$ cat config.mk
export PLATFORM = sky130hd
export DESIGN_NAME = goose_alldata_tlv_decoder_unit
export DESIGN_NICKNAME = d
export VERILOG_FILES = /design/src/sv/gatd_pkg.sv /design/src/sv/gatd_parser.sv /design/src/sv/gatd_emitter.sv /design/src/sv/goose_alldata_tlv_decoder_unit.sv
export SDC_FILE = /design/constraint.sdc
export NUM_CORES = 1
export LEC_CHECK = 0
export BUFFER_PORTS_ARGS = -buffer_cell sky130_fd_sc_hd__buf_4
export CAP_MARGIN = 0
export CORE_MARGIN = 2
export CORE_UTILIZATION = 65
export DETAILED_ROUTE_END_ITERATION = 16
export MAX_ROUTING_LAYER = met4
export PLACE_DENSITY = 0.83
export SYNTH_ARGS = -nofsm -noshare
export SYNTH_HDL_FRONTEND = slang
export SYNTH_SLANG_ARGS = --single-unit
$ cat constraint.sdc
create_clock -name clk -period 18.2 [get_ports clk]
set_clock_uncertainty 0.05 [all_clocks]
set_input_delay 0.91 -clock clk [delete_from_list [all_inputs] [get_ports clk]]
set_output_delay 0.91 -clock clk [all_outputs]
set_load 0.01 [all_outputs]
$ cat src/sv/gatd_pkg.sv
// gatd_pkg: shared types, codes and helpers of the goose alldata tlv decoder
// depends on nothing; used by every module of the block
package gatd_pkg;

  localparam int MAX_STRING_BYTES_DEF = 32;
  // byte counts of a kept string fit in this width for every legal string size
  localparam int KEPT_W = 9;

  // value kinds
  localparam logic [4:0] K_NONE   = 5'd0;
  localparam logic [4:0] K_STRUCT = 5'd1;
  localparam logic [4:0] K_BOOL   = 5'd2;
  localparam logic [4:0] K_INT8   = 5'd3;
  localparam logic [4:0] K_UINT8  = 5'd7;
  localparam logic [4:0] K_F32    = 5'd11;
  localparam logic [4:0] K_F64    = 5'd12;
  localparam logic [4:0] K_BITS   = 5'd13;
  localparam logic [4:0] K_ETIME  = 5'd14;
  localparam logic [4:0] K_TSTAMP = 5'd15;
  localparam logic [4:0] K_ARRAY  = 5'd16;
  localparam logic [4:0] K_OCTET  = 5'd17;
  localparam logic [4:0] K_VIS    = 5'd18;
  localparam logic [4:0] K_UNI    = 5'd19;
  localparam logic [4:0] K_LENERR = 5'd20;
  localparam logic [4:0] K_TRUNC  = 5'd21;

  // element tags
  localparam logic [7:0] TAG_STRUCT = 8'hA2;
  localparam logic [7:0] TAG_BOOL   = 8'h83;
  localparam logic [7:0] TAG_BITS   = 8'h84;
  localparam logic [7:0] TAG_INT    = 8'h85;
  localparam logic [7:0] TAG_UINT   = 8'h86;
  localparam logic [7:0] TAG_FLOAT  = 8'h87;
  localparam logic [7:0] TAG_ETIME  = 8'h8C;
  localparam logic [7:0] TAG_TSTAMP = 8'h91;
  localparam logic [7:0] TAG_ARRAY  = 8'h81;
  localparam logic [7:0] TAG_OCTET  = 8'h89;
  localparam logic [7:0] TAG_VIS    = 8'h8A;
  localparam logic [7:0] TAG_UNI    = 8'h90;

  // length forms
  localparam logic [7:0] LEN_LONG  = 8'h80;
  localparam logic [7:0] LEN_ONE   = 8'h81;
  localparam logic [7:0] LEN_TWO   = 8'h82;
  localparam logic [7:0] SIGN_BYTE = 8'hFF;

  typedef struct packed {
    logic [7:0] data_byte;
    logic       frame_end;
  } req_t;

  typedef struct packed {
    logic [4:0]  value_kind;
    logic [63:0] value_word;
    logic [5:0]  word_index;
    logic        run_last;
    logic        data_done;
  } res_t;

  // result group of one request, parser to emitter
  typedef struct packed {
    logic              valid;
    logic [4:0]        kind;
    logic [63:0]       word;
    logic              is_str;
    logic [KEPT_W-1:0] kept;
    logic              done;
  } desc_t;

  // string store byte write
  typedef struct packed {
    logic              en;
    logic [KEPT_W-1:0] addr;
    logic [7:0]        data;
  } wr_t;

  function automatic logic [7:0] rev8(input logic [7:0] b);
    logic [7:0] r;
    for (int i = 0; i < 8; i++) r[7-i] = b[i];
    return r;
  endfunction

  function automatic logic [4:0] width_kind(input logic [4:0] base, input logic [15:0] n);
    logic [4:0] k;
    if (n <= 16'd1) k = base;
    else if (n == 16'd2) k = base + 5'd1;
    else if (n <= 16'd4) k = base + 5'd2;
    else k = base + 5'd3;
    return k;
  endfunction

endpackage

$ cat src/sv/gatd_parser.sv
// gatd_parser: tag-length-value parse state and per-byte decode
// depends on gatd_pkg; writes string bytes to the emitter's store
module gatd_parser #(
  parameter int MAX_STRING_BYTES = gatd_pkg::MAX_STRING_BYTES_DEF
) (
  input  logic          clk,
  input  logic          rst,
  input  logic          fire,
  input  gatd_pkg::req_t req,
  output gatd_pkg::desc_t desc,
  output gatd_pkg::wr_t   wr
);

  typedef enum logic [1:0] {PH_TAG, PH_LEN, PH_LONG, PH_BODY} phase_t;

  phase_t      phase, phase_next;
  logic [7:0]  tag, tag_next;
  logic [1:0]  lbl, lbl_next;
  logic [15:0] cl, cl_next;
  logic [15:0] cs, cs_next;
  logic [63:0] acc, acc_next;
  logic        sf, sf_next;
  logic        discard, discard_next;

  logic        start, fin, fin_sf;
  logic [15:0] fin_len, eff;
  logic [63:0] fin_acc;
  logic [7:0]  b;

  assign b = req.data_byte;

  always_comb begin
    phase_next = phase; tag_next = tag; lbl_next = lbl; cl_next = cl;
    cs_next = cs; acc_next = acc; sf_next = sf; discard_next = discard;
    start = 1'b0; fin = 1'b0;
    fin_len = cs; fin_acc = acc; fin_sf = sf;
    eff = '0;
    desc = '0;
    wr = '0;
    wr.data = b;
    wr.addr = gatd_pkg::KEPT_W'(cs);
    if (!discard) begin
      case (phase)
        PH_TAG: begin
          tag_next = b;
          phase_next = PH_LEN;
        end
        PH_LEN: begin
          if (b < gatd_pkg::LEN_LONG) begin
            cl_next = {8'h00, b};
            start = 1'b1;
          end else if (b == gatd_pkg::LEN_ONE || b == gatd_pkg::LEN_TWO) begin
            lbl_next = b[1:0];
            cl_next = '0;
            phase_next = PH_LONG;
          end else begin
            desc.valid = 1'b1;
            desc.kind = gatd_pkg::K_LENERR;
            discard_next = 1'b1;
            phase_next = PH_TAG;
          end
        end
        PH_LONG: begin
          cl_next = {cl[7:0], b};
          lbl_next = lbl - 2'd1;
          if (lbl == 2'd1) start = 1'b1;
        end
        PH_BODY: begin
          case (tag)
            gatd_pkg::TAG_INT: begin
              if (cs == 16'd0 && b == gatd_pkg::SIGN_BYTE) sf_next = 1'b1;
              else acc_next = {acc[55:0], b};
            end
            gatd_pkg::TAG_BOOL, gatd_pkg::TAG_UINT, gatd_pkg::TAG_ETIME,
            gatd_pkg::TAG_TSTAMP: acc_next = {acc[55:0], b};
            gatd_pkg::TAG_FLOAT: if (cs >= 16'd1) acc_next = {acc[55:0], b};
            gatd_pkg::TAG_BITS: begin
              if (cs >= 16'd1 && cs <= 16'd4)
                acc_next = acc | (64'(gatd_pkg::rev8(b)) << {cs[2:0] - 3'd1, 3'b000});
            end
            gatd_pkg::TAG_ARRAY, gatd_pkg::TAG_OCTET, gatd_pkg::TAG_VIS,
            gatd_pkg::TAG_UNI: wr.en = fire && (cs < 16'(MAX_STRING_BYTES - 1));
            default: ;
          endcase
          cs_next = cs + 16'd1;
          cl_next = cl - 16'd1;
          if (cl == 16'd1) begin
            fin = 1'b1;
            fin_len = cs_next;
            fin_acc = acc_next;
            fin_sf = sf_next;
          end
        end
        default: phase_next = PH_TAG;
      endcase
    end

    if (start) begin
      cs_next = '0; acc_next = '0; sf_next = 1'b0;
      if (tag == gatd_pkg::TAG_STRUCT) begin
        desc.valid = 1'b1;
        desc.kind = gatd_pkg::K_STRUCT;
        phase_next = PH_TAG;
      end else if (cl_next == 16'd0) begin
        fin = 1'b1; fin_len = '0; fin_acc = '0; fin_sf = 1'b0;
      end else begin
        phase_next = PH_BODY;
      end
    end

    if (fin) begin
      phase_next = PH_TAG;
      desc.valid = 1'b1;
      desc.kind = gatd_pkg::K_NONE;
      eff = fin_len - 16'(fin_sf);
      case (tag)
        gatd_pkg::TAG_BOOL, gatd_pkg::TAG_ETIME, gatd_pkg::TAG_TSTAMP: begin
          if (fin_len <= 16'd8) begin
            desc.kind = (tag == gatd_pkg::TAG_BOOL) ? gatd_pkg::K_BOOL :
                        (tag == gatd_pkg::TAG_ETIME) ? gatd_pkg::K_ETIME : gatd_pkg::K_TSTAMP;
            desc.word = fin_acc;
          end
        end
        gatd_pkg::TAG_INT: begin
          if (eff <= 16'd8) begin
            desc.kind = gatd_pkg::width_kind(gatd_pkg::K_INT8, eff);
            desc.word = (fin_sf && eff < 16'd8) ?
                        (fin_acc | (~64'd0 << {eff[2:0], 3'b000})) : fin_acc;
          end
        end
        gatd_pkg::TAG_UINT: begin
          if (fin_len <= 16'd8) begin
            desc.kind = gatd_pkg::width_kind(gatd_pkg::K_UINT8, fin_len);
            desc.word = fin_acc;
          end
        end
        gatd_pkg::TAG_FLOAT: begin
          if (fin_len == 16'd5) begin
            desc.kind = gatd_pkg::K_F32;
            desc.word = {32'h0, fin_acc[31:0]};
          end else if (fin_len == 16'd9) begin
            desc.kind = gatd_pkg::K_F64;
            desc.word = fin_acc;
          end
        end
        gatd_pkg::TAG_BITS: begin
          if (fin_len <= 16'd5) begin
            desc.kind = gatd_pkg::K_BITS;
            desc.word = fin_acc;
          end
        end
        gatd_pkg::TAG_ARRAY, gatd_pkg::TAG_OCTET, gatd_pkg::TAG_VIS, gatd_pkg::TAG_UNI: begin
          desc.kind = (tag == gatd_pkg::TAG_ARRAY) ? gatd_pkg::K_ARRAY :
                      (tag == gatd_pkg::TAG_OCTET) ? gatd_pkg::K_OCTET :
                      (tag == gatd_pkg::TAG_VIS) ? gatd_pkg::K_VIS : gatd_pkg::K_UNI;
          desc.is_str = 1'b1;
          desc.kept = (fin_len < 16'(MAX_STRING_BYTES - 1)) ?
                      gatd_pkg::KEPT_W'(fin_len) : gatd_pkg::KEPT_W'(MAX_STRING_BYTES - 1);
        end
        default: desc.valid = 1'b0;  // unknown tag, skipped
      endcase
    end

    if (req.frame_end) begin
      if (!discard_next && phase_next != PH_TAG) begin
        desc.valid = 1'b1;
        desc.kind = gatd_pkg::K_TRUNC;
      end
      if (!desc.valid) begin
        desc.valid = 1'b1;
        desc.kind = gatd_pkg::K_NONE;
      end
      desc.done = 1'b1;
      phase_next = PH_TAG; lbl_next = '0; cl_next = '0; cs_next = '0;
      acc_next = '0; sf_next = 1'b0; discard_next = 1'b0;
    end
  end

  always_ff @(posedge clk) begin
    if (rst) begin
      phase <= PH_TAG; tag <= '0; lbl <= '0; cl <= '0; cs <= '0;
      acc <= '0; sf <= 1'b0; discard <= 1'b0;
    end else if (fire) begin
      phase <= phase_next; tag <= tag_next; lbl <= lbl_next; cl <= cl_next;
      cs <= cs_next; acc <= acc_next; sf <= sf_next; discard <= discard_next;
    end
  end

endmodule

$ cat src/sv/gatd_emitter.sv
// gatd_emitter: string store memory, result sequencer and output register
// depends on gatd_pkg; fed by gatd_parser
module gatd_emitter #(
  parameter int MAX_STRING_BYTES = gatd_pkg::MAX_STRING_BYTES_DEF
) (
  input  logic            clk,
  input  logic            rst,
  input  logic            fire,
  input  gatd_pkg::desc_t desc,
  input  gatd_pkg::wr_t   wr,
  output logic            req_ready,
  output logic            res_valid,
  input  logic            res_ready,
  output gatd_pkg::res_t  res_data
);

  localparam int STR_WORDS = (MAX_STRING_BYTES + 7) / 8;
  localparam int WIDX_W = (STR_WORDS > 1) ? $clog2(STR_WORDS) : 1;

  logic [63:0]       mem [STR_WORDS];
  logic [63:0]       rdata;
  gatd_pkg::desc_t   dq;
  logic              dv, primed, move, last, load;
  logic [WIDX_W-1:0] wcnt, rd_idx;
  logic [63:0]       masked;

  assign last = !dq.is_str || (wcnt == WIDX_W'(STR_WORDS - 1));
  assign move = dv && (!res_valid || res_ready) && (!dq.is_str || primed);
  assign req_ready = !dv || (move && last);
  assign load = fire && desc.valid;
  assign rd_idx = (move && !last) ? wcnt + WIDX_W'(1) : wcnt;

  always_comb begin
    for (int j = 0; j < 8; j++)
      masked[8*j +: 8] = (gatd_pkg::KEPT_W'({wcnt, 3'(j)}) < dq.kept) ? rdata[8*j +: 8] : 8'h00;
  end

  always_ff @(posedge clk) begin
    if (wr.en) mem[wr.addr[3 +: WIDX_W]][{wr.addr[2:0], 3'b000} +: 8] <= wr.data;
    rdata <= mem[rd_idx];
  end

  always_ff @(posedge clk) begin
    if (rst) begin
      dv <= 1'b0; primed <= 1'b0; wcnt <= '0; res_valid <= 1'b0;
    end else begin
      if (move) res_valid <= 1'b1;
      else if (res_ready) res_valid <= 1'b0;
      if (load) begin
        dv <= 1'b1; wcnt <= '0; primed <= 1'b0;
      end else begin
        primed <= dv;
        if (move) begin
          if (last) dv <= 1'b0;
          else wcnt <= wcnt + WIDX_W'(1);
        end
      end
    end
  end

  always_ff @(posedge clk) begin
    if (load) dq <= desc;
    if (move) begin
      res_data.value_kind <= dq.kind;
      res_data.value_word <= dq.is_str ? masked : dq.word;
      res_data.word_index <= dq.is_str ? 6'(wcnt) : 6'd0;
      res_data.run_last   <= last;
      res_data.data_done  <= dq.done && last;
    end
  end

endmodule

$ cat src/sv/goose_alldata_tlv_decoder_unit.sv
// goose_alldata_tlv_decoder_unit: top level of the goose alldata tlv decoder
// depends on gatd_pkg, gatd_parser, gatd_emitter
//
// Decodes the content bytes of a goose allData field, one request per byte,
// into typed result items. A byte is taken every cycle while results drain;
// a byte that ends an element is passed to a one-entry result stage, and the
// next byte is taken in the cycle that stage empties into the output register.
// Scalars, structs and errors give one result, so while results drain bytes
// flow at one per cycle. Strings keep up to MAX_STRING_BYTES-1 bytes, the rest
// reads as zero; a string completion gives (MAX_STRING_BYTES+7)/8 word results
// from the string store memory, read through a register, one word per cycle
// while results drain, and the request side is held until the last one is out.
module goose_alldata_tlv_decoder_unit #(
  parameter int MAX_STRING_BYTES = gatd_pkg::MAX_STRING_BYTES_DEF
) (
  input  logic           clk,
  input  logic           rst,
  input  logic           req_valid,
  output logic           req_ready,
  input  gatd_pkg::req_t req_data,
  output logic           res_valid,
  input  logic           res_ready,
  output gatd_pkg::res_t res_data
);

  gatd_pkg::desc_t desc;
  gatd_pkg::wr_t   wr;
  logic            fire;

  // a request is taken when both sides agree
  assign fire = req_valid && req_ready;

  // per-byte parse state and decode
  gatd_parser #(.MAX_STRING_BYTES(MAX_STRING_BYTES)) u_parser (
    .clk(clk), .rst(rst), .fire(fire), .req(req_data), .desc(desc), .wr(wr)
  );

  // string memory plus result sequencing
  gatd_emitter #(.MAX_STRING_BYTES(MAX_STRING_BYTES)) u_emitter (
    .clk(clk), .rst(rst), .fire(fire), .desc(desc), .wr(wr),
    .req_ready(req_ready), .res_valid(res_valid), .res_ready(res_ready),
    .res_data(res_data)
  );

endmodule

==> impl_metrics.toml <==
[setup_path]
timing.critical_path.buf_inv = 2
slowest_stage = "o31ai_4"
path_class = "in -> reg"
start_kind = "primary input"
crit_arrival_ns = 7.69
end_kind = "flip-flop"
slowest_delay_ns = 1.04
cp_max_fo = 62
crit_required_ns = 18.46
path_cells = "buf_4, or4_1, o311ai_1, o211ai_1, a21oi_1, or4b_1, nor4_4, buf_4, or2_2, ha_1, a21boi_1, nand4_1, nor2_1, a211oi_1, o311ai_1, a2111oi_4, o31ai_4, a21oi_1"
crit_family = "compound AO/OA/AOI/OAI gates"

[place]
pre_cts_ws_ns = 10.34
hpwl_mm = 50.6
routabilityCongestion = 0.969
port_buffers = 87
place_area_sq_mm = 0.0271

[die]
die-area_sq_mm = 0.0419
die_h_microns = 205
die_x_microns = 205
initial_core_util_pct = 65.9
io_pins = 92
rows = 73
design.core.area_sq_mm = 0.0397

[cells_and_area]
syn_to_final_growth_pct = 11.3
stdcell_area_sq_mm = 0.0292
fin_nets = 2352
drive_gt1_share_pct = 13.3
fill_cells = 2571

[detailed_routing]
wl_mm = 79.4
drc = 0
vias = 20000
ant_nets = 0
firstDrtPassIters = 7
avgViaCountPerCell = 6.90
routedWlPerCell_microns = 27.4
drt-initial-drc-count = 3257

[cts]
cts_setup_buffers = 0
hold_buffers = 0
root_buffer = "clkbuf_16"
clk_latency_ns = 0.64
numCtsBuffers = 56
path_clk_slew_ns = 0.07
cts_tree = "built"
clock_path_buffers = 3
cts.sinks = 588
cts_htree_levels = 2
cts_resized = 0

[synthesis]
netlist_top_cells_area = "edfxtp_1, dfxtp_1, mux4_2"
synth-seq-area-share_pct = 60.6
async_flop_share_pct = 0
yosysTopAreaCell = "edfxtp_1"
ys_types = 86
synthCells = 2305
netlist_area_sq_mm = 0.0262
avgSynthCellArea_sq_um = 11.4
synth-edff-count = 409
synth-seq-cells = 588
yosysWarnings = 0
ys.flop_type = "edfxtp_1"
synth_top_area_share_pct = 46.9

[global_route]
grt_antenna_before_repair = 1
grt_usage_pct = 39.2
grt_pass1_vias = 18800
grt_pass1_wl_mm = 118
grt_max_degree = 84
grt-ovfl-total = 0

[timing]
rsz0062_at_grt = "false"
finalCritPeriodShare_pct = 40.8
hold_viol = 0
whs_ns = 0.389
setup_viol = 0
tns_ns = 0
timing.final.ws_setup_ns = 10.77
slew_violations = 0
layout_min_cycle_time_ns = 7.43
relSlewSlack_pct = 11.2
max_freq_mhz = 135
worstMarginPinSlew_ns = 1.33

[hold_path]
hold_path_class = "reg -> reg"

[power_and_ir_drop]
power.leakage_nw = 9.47
powerDensity_mw_per_mm2 = 97.3
max-vdd-ir-drop_v = 0.0000876

[run]
max_cap_viol_count = 0

[outcome]
status = "completed"
[stage by stage]
stage,cells,util (%),power [mW]
final,2893,73.4,2.84
after global routing,2893,73.4,2.89
after CTS,2892,73.4,2.83
after detailed placement,2786,68.3,1.58
after global placement,2786,68.3,1.58
after floorplan,2312,-,1.54
[flip-flops by register name, summed over array words and instances (netlist names)]
register and flops:
u_emitter.dv 1, u_parser.cs 16, u_emitter.dq 80, u_parser.sf 1
u_emitter.primed 1, u_parser.lbl 2, u_emitter.res_valid 1, u_parser.discard 1
u_parser.cl 16, u_emitter.res_data 73, u_emitter.rdata 64, u_parser.acc 64
u_parser.phase 2, u_parser.tag 8, u_emitter.wcnt 2, u_emitter.mem 256
[layer usage]
| layer | share of wire (%) | vias to the layer above | GRT usage [%] |
|---|---|---|---|
| met3 | 11 | 274 | 6.79 |
| met5 | 0 | - | - |
| met2 | 47 | 1420 | 60.8 |
| met1 | 37 | 9694 | 51.4 |
| li1 | - | 8585 | - |
| met4 | 5.1 | 0 | 16.6 |
[where the power goes]
group,internal (mW),total (mW),switching (mW),leakage (nW)
Sequential,1.44,1.45,0.0121,4.80
Clock,0.743,1.28,0.542,0.971
Combinational,0.0327,0.101,0.0684,3.69
[logic make-up (layout without fill, tap and decap cells)]
logic type      after synthesis  count (layout)  share of synthesized area, %
simple gates                934             934                          16.7
mux                          78              78                          6.04
flops                       588             588                          60.6
buf+inv                     196             251                          2.97
xor+xnor                     26              26                         0.869
other cells                   1               9                        0.0143
compound gates              462             462                          11.9
fa+ha+maj                    20              20                         0.955
[worst register-to-register path: stages (launching register included)]
cell	delay, ns
dfxtp_1	0.37
inv_1	0.13
ha_1	0.33
nor2_1	0.22
o21a_1	0.25
a211o_1	0.33
or3_1	0.42
or4_4	0.53
nor4_4	0.27
buf_4	0.58
or2_2	0.24
ha_1	0.25
a21boi_1	0.45
nand4_1	0.27
nor2_1	0.25
a211oi_1	0.09
o311ai_1	0.60
a2111oi_4	0.16
o31ai_4	1.04
a21oi_1	0.15
[cell type report]
type | count | area [sq um] | share of cell area, %
clock buffers | 60 | 1420 | 4.86
well taps | 525 | 657 | 2.25
multi-input cells | 1528 | 9650 | 33.1
inverters | 31 | 118 | 0.403
clock inverters | 46 | 599 | 2.06
repair buffers | 114 | 856 | 2.93
flip-flops and latches | 588 | 15900 | 54.4
diodes | 1 | 2.50 | 0.00858
[placed cells by master (no fill, tap or decap), types with 17 or more instances in the layout]
| master | Yosys | layout |
|---|---|---|
| nand4_1 | 17 | 17 |
| o22ai_1 | 17 | 17 |
| or3_1 | 61 | 61 |
| and2_1 | 28 | 28 |
| clkbuf_16 | 0 | 56 |
| nand2b_1 | 21 | 21 |
| dfxtp_1 | 179 | 179 |
| nor3_1 | 41 | 41 |
| edfxtp_1 | 409 | 409 |
| inv_1 | 30 | 28 |
| o21ai_0 | 57 | 55 |
| nand3_1 | 70 | 70 |
| nor2_1 | 379 | 377 |
| a22o_1 | 69 | 69 |
| ha_1 | 20 | 20 |
| mux4_2 | 64 | 64 |
| a21oi_1 | 145 | 145 |
| buf_4 | 4 | 114 |
| xnor2_1 | 18 | 17 |
| nand2_1 | 202 | 201 |
| a22oi_1 | 63 | 63 |
| nor4_1 | 23 | 23 |
[synth_stat cells (all sizes together) (11+ instances only)]
cell,number
o22ai,18
a21oi,145
nand4,17
or3,61
clkbuf,131
mux2i,13
nand2,202
a22o,69
dfxtp,179
or4,13
edfxtp,409
nor2,379
a22oi,63
o211ai,13
nor4,25
and3,12
o21ai,60
or2,14
inv,30
xnor2,18
and2,32
buf,34
a31oi,12
nand3,70
nand2b,21
nand3b,13
ha,20
mux4,64
nor2b,11
nor3,42
[final timing paths]
check	depth (start not counted)	end	slack, ns	from
max	18	u_emitter.dq[23]	10.77	req_data[3]
min	0	u_emitter.res_data[75]	0.39	u_emitter.dq[78]
max reg2reg	19	u_emitter.dq[23]	10.90	u_parser.phase[1]
min reg2reg	0	u_emitter.res_data[75]	0.39	u_emitter.dq[78]
Note: power is estimated with default switching activity, not from simulation.
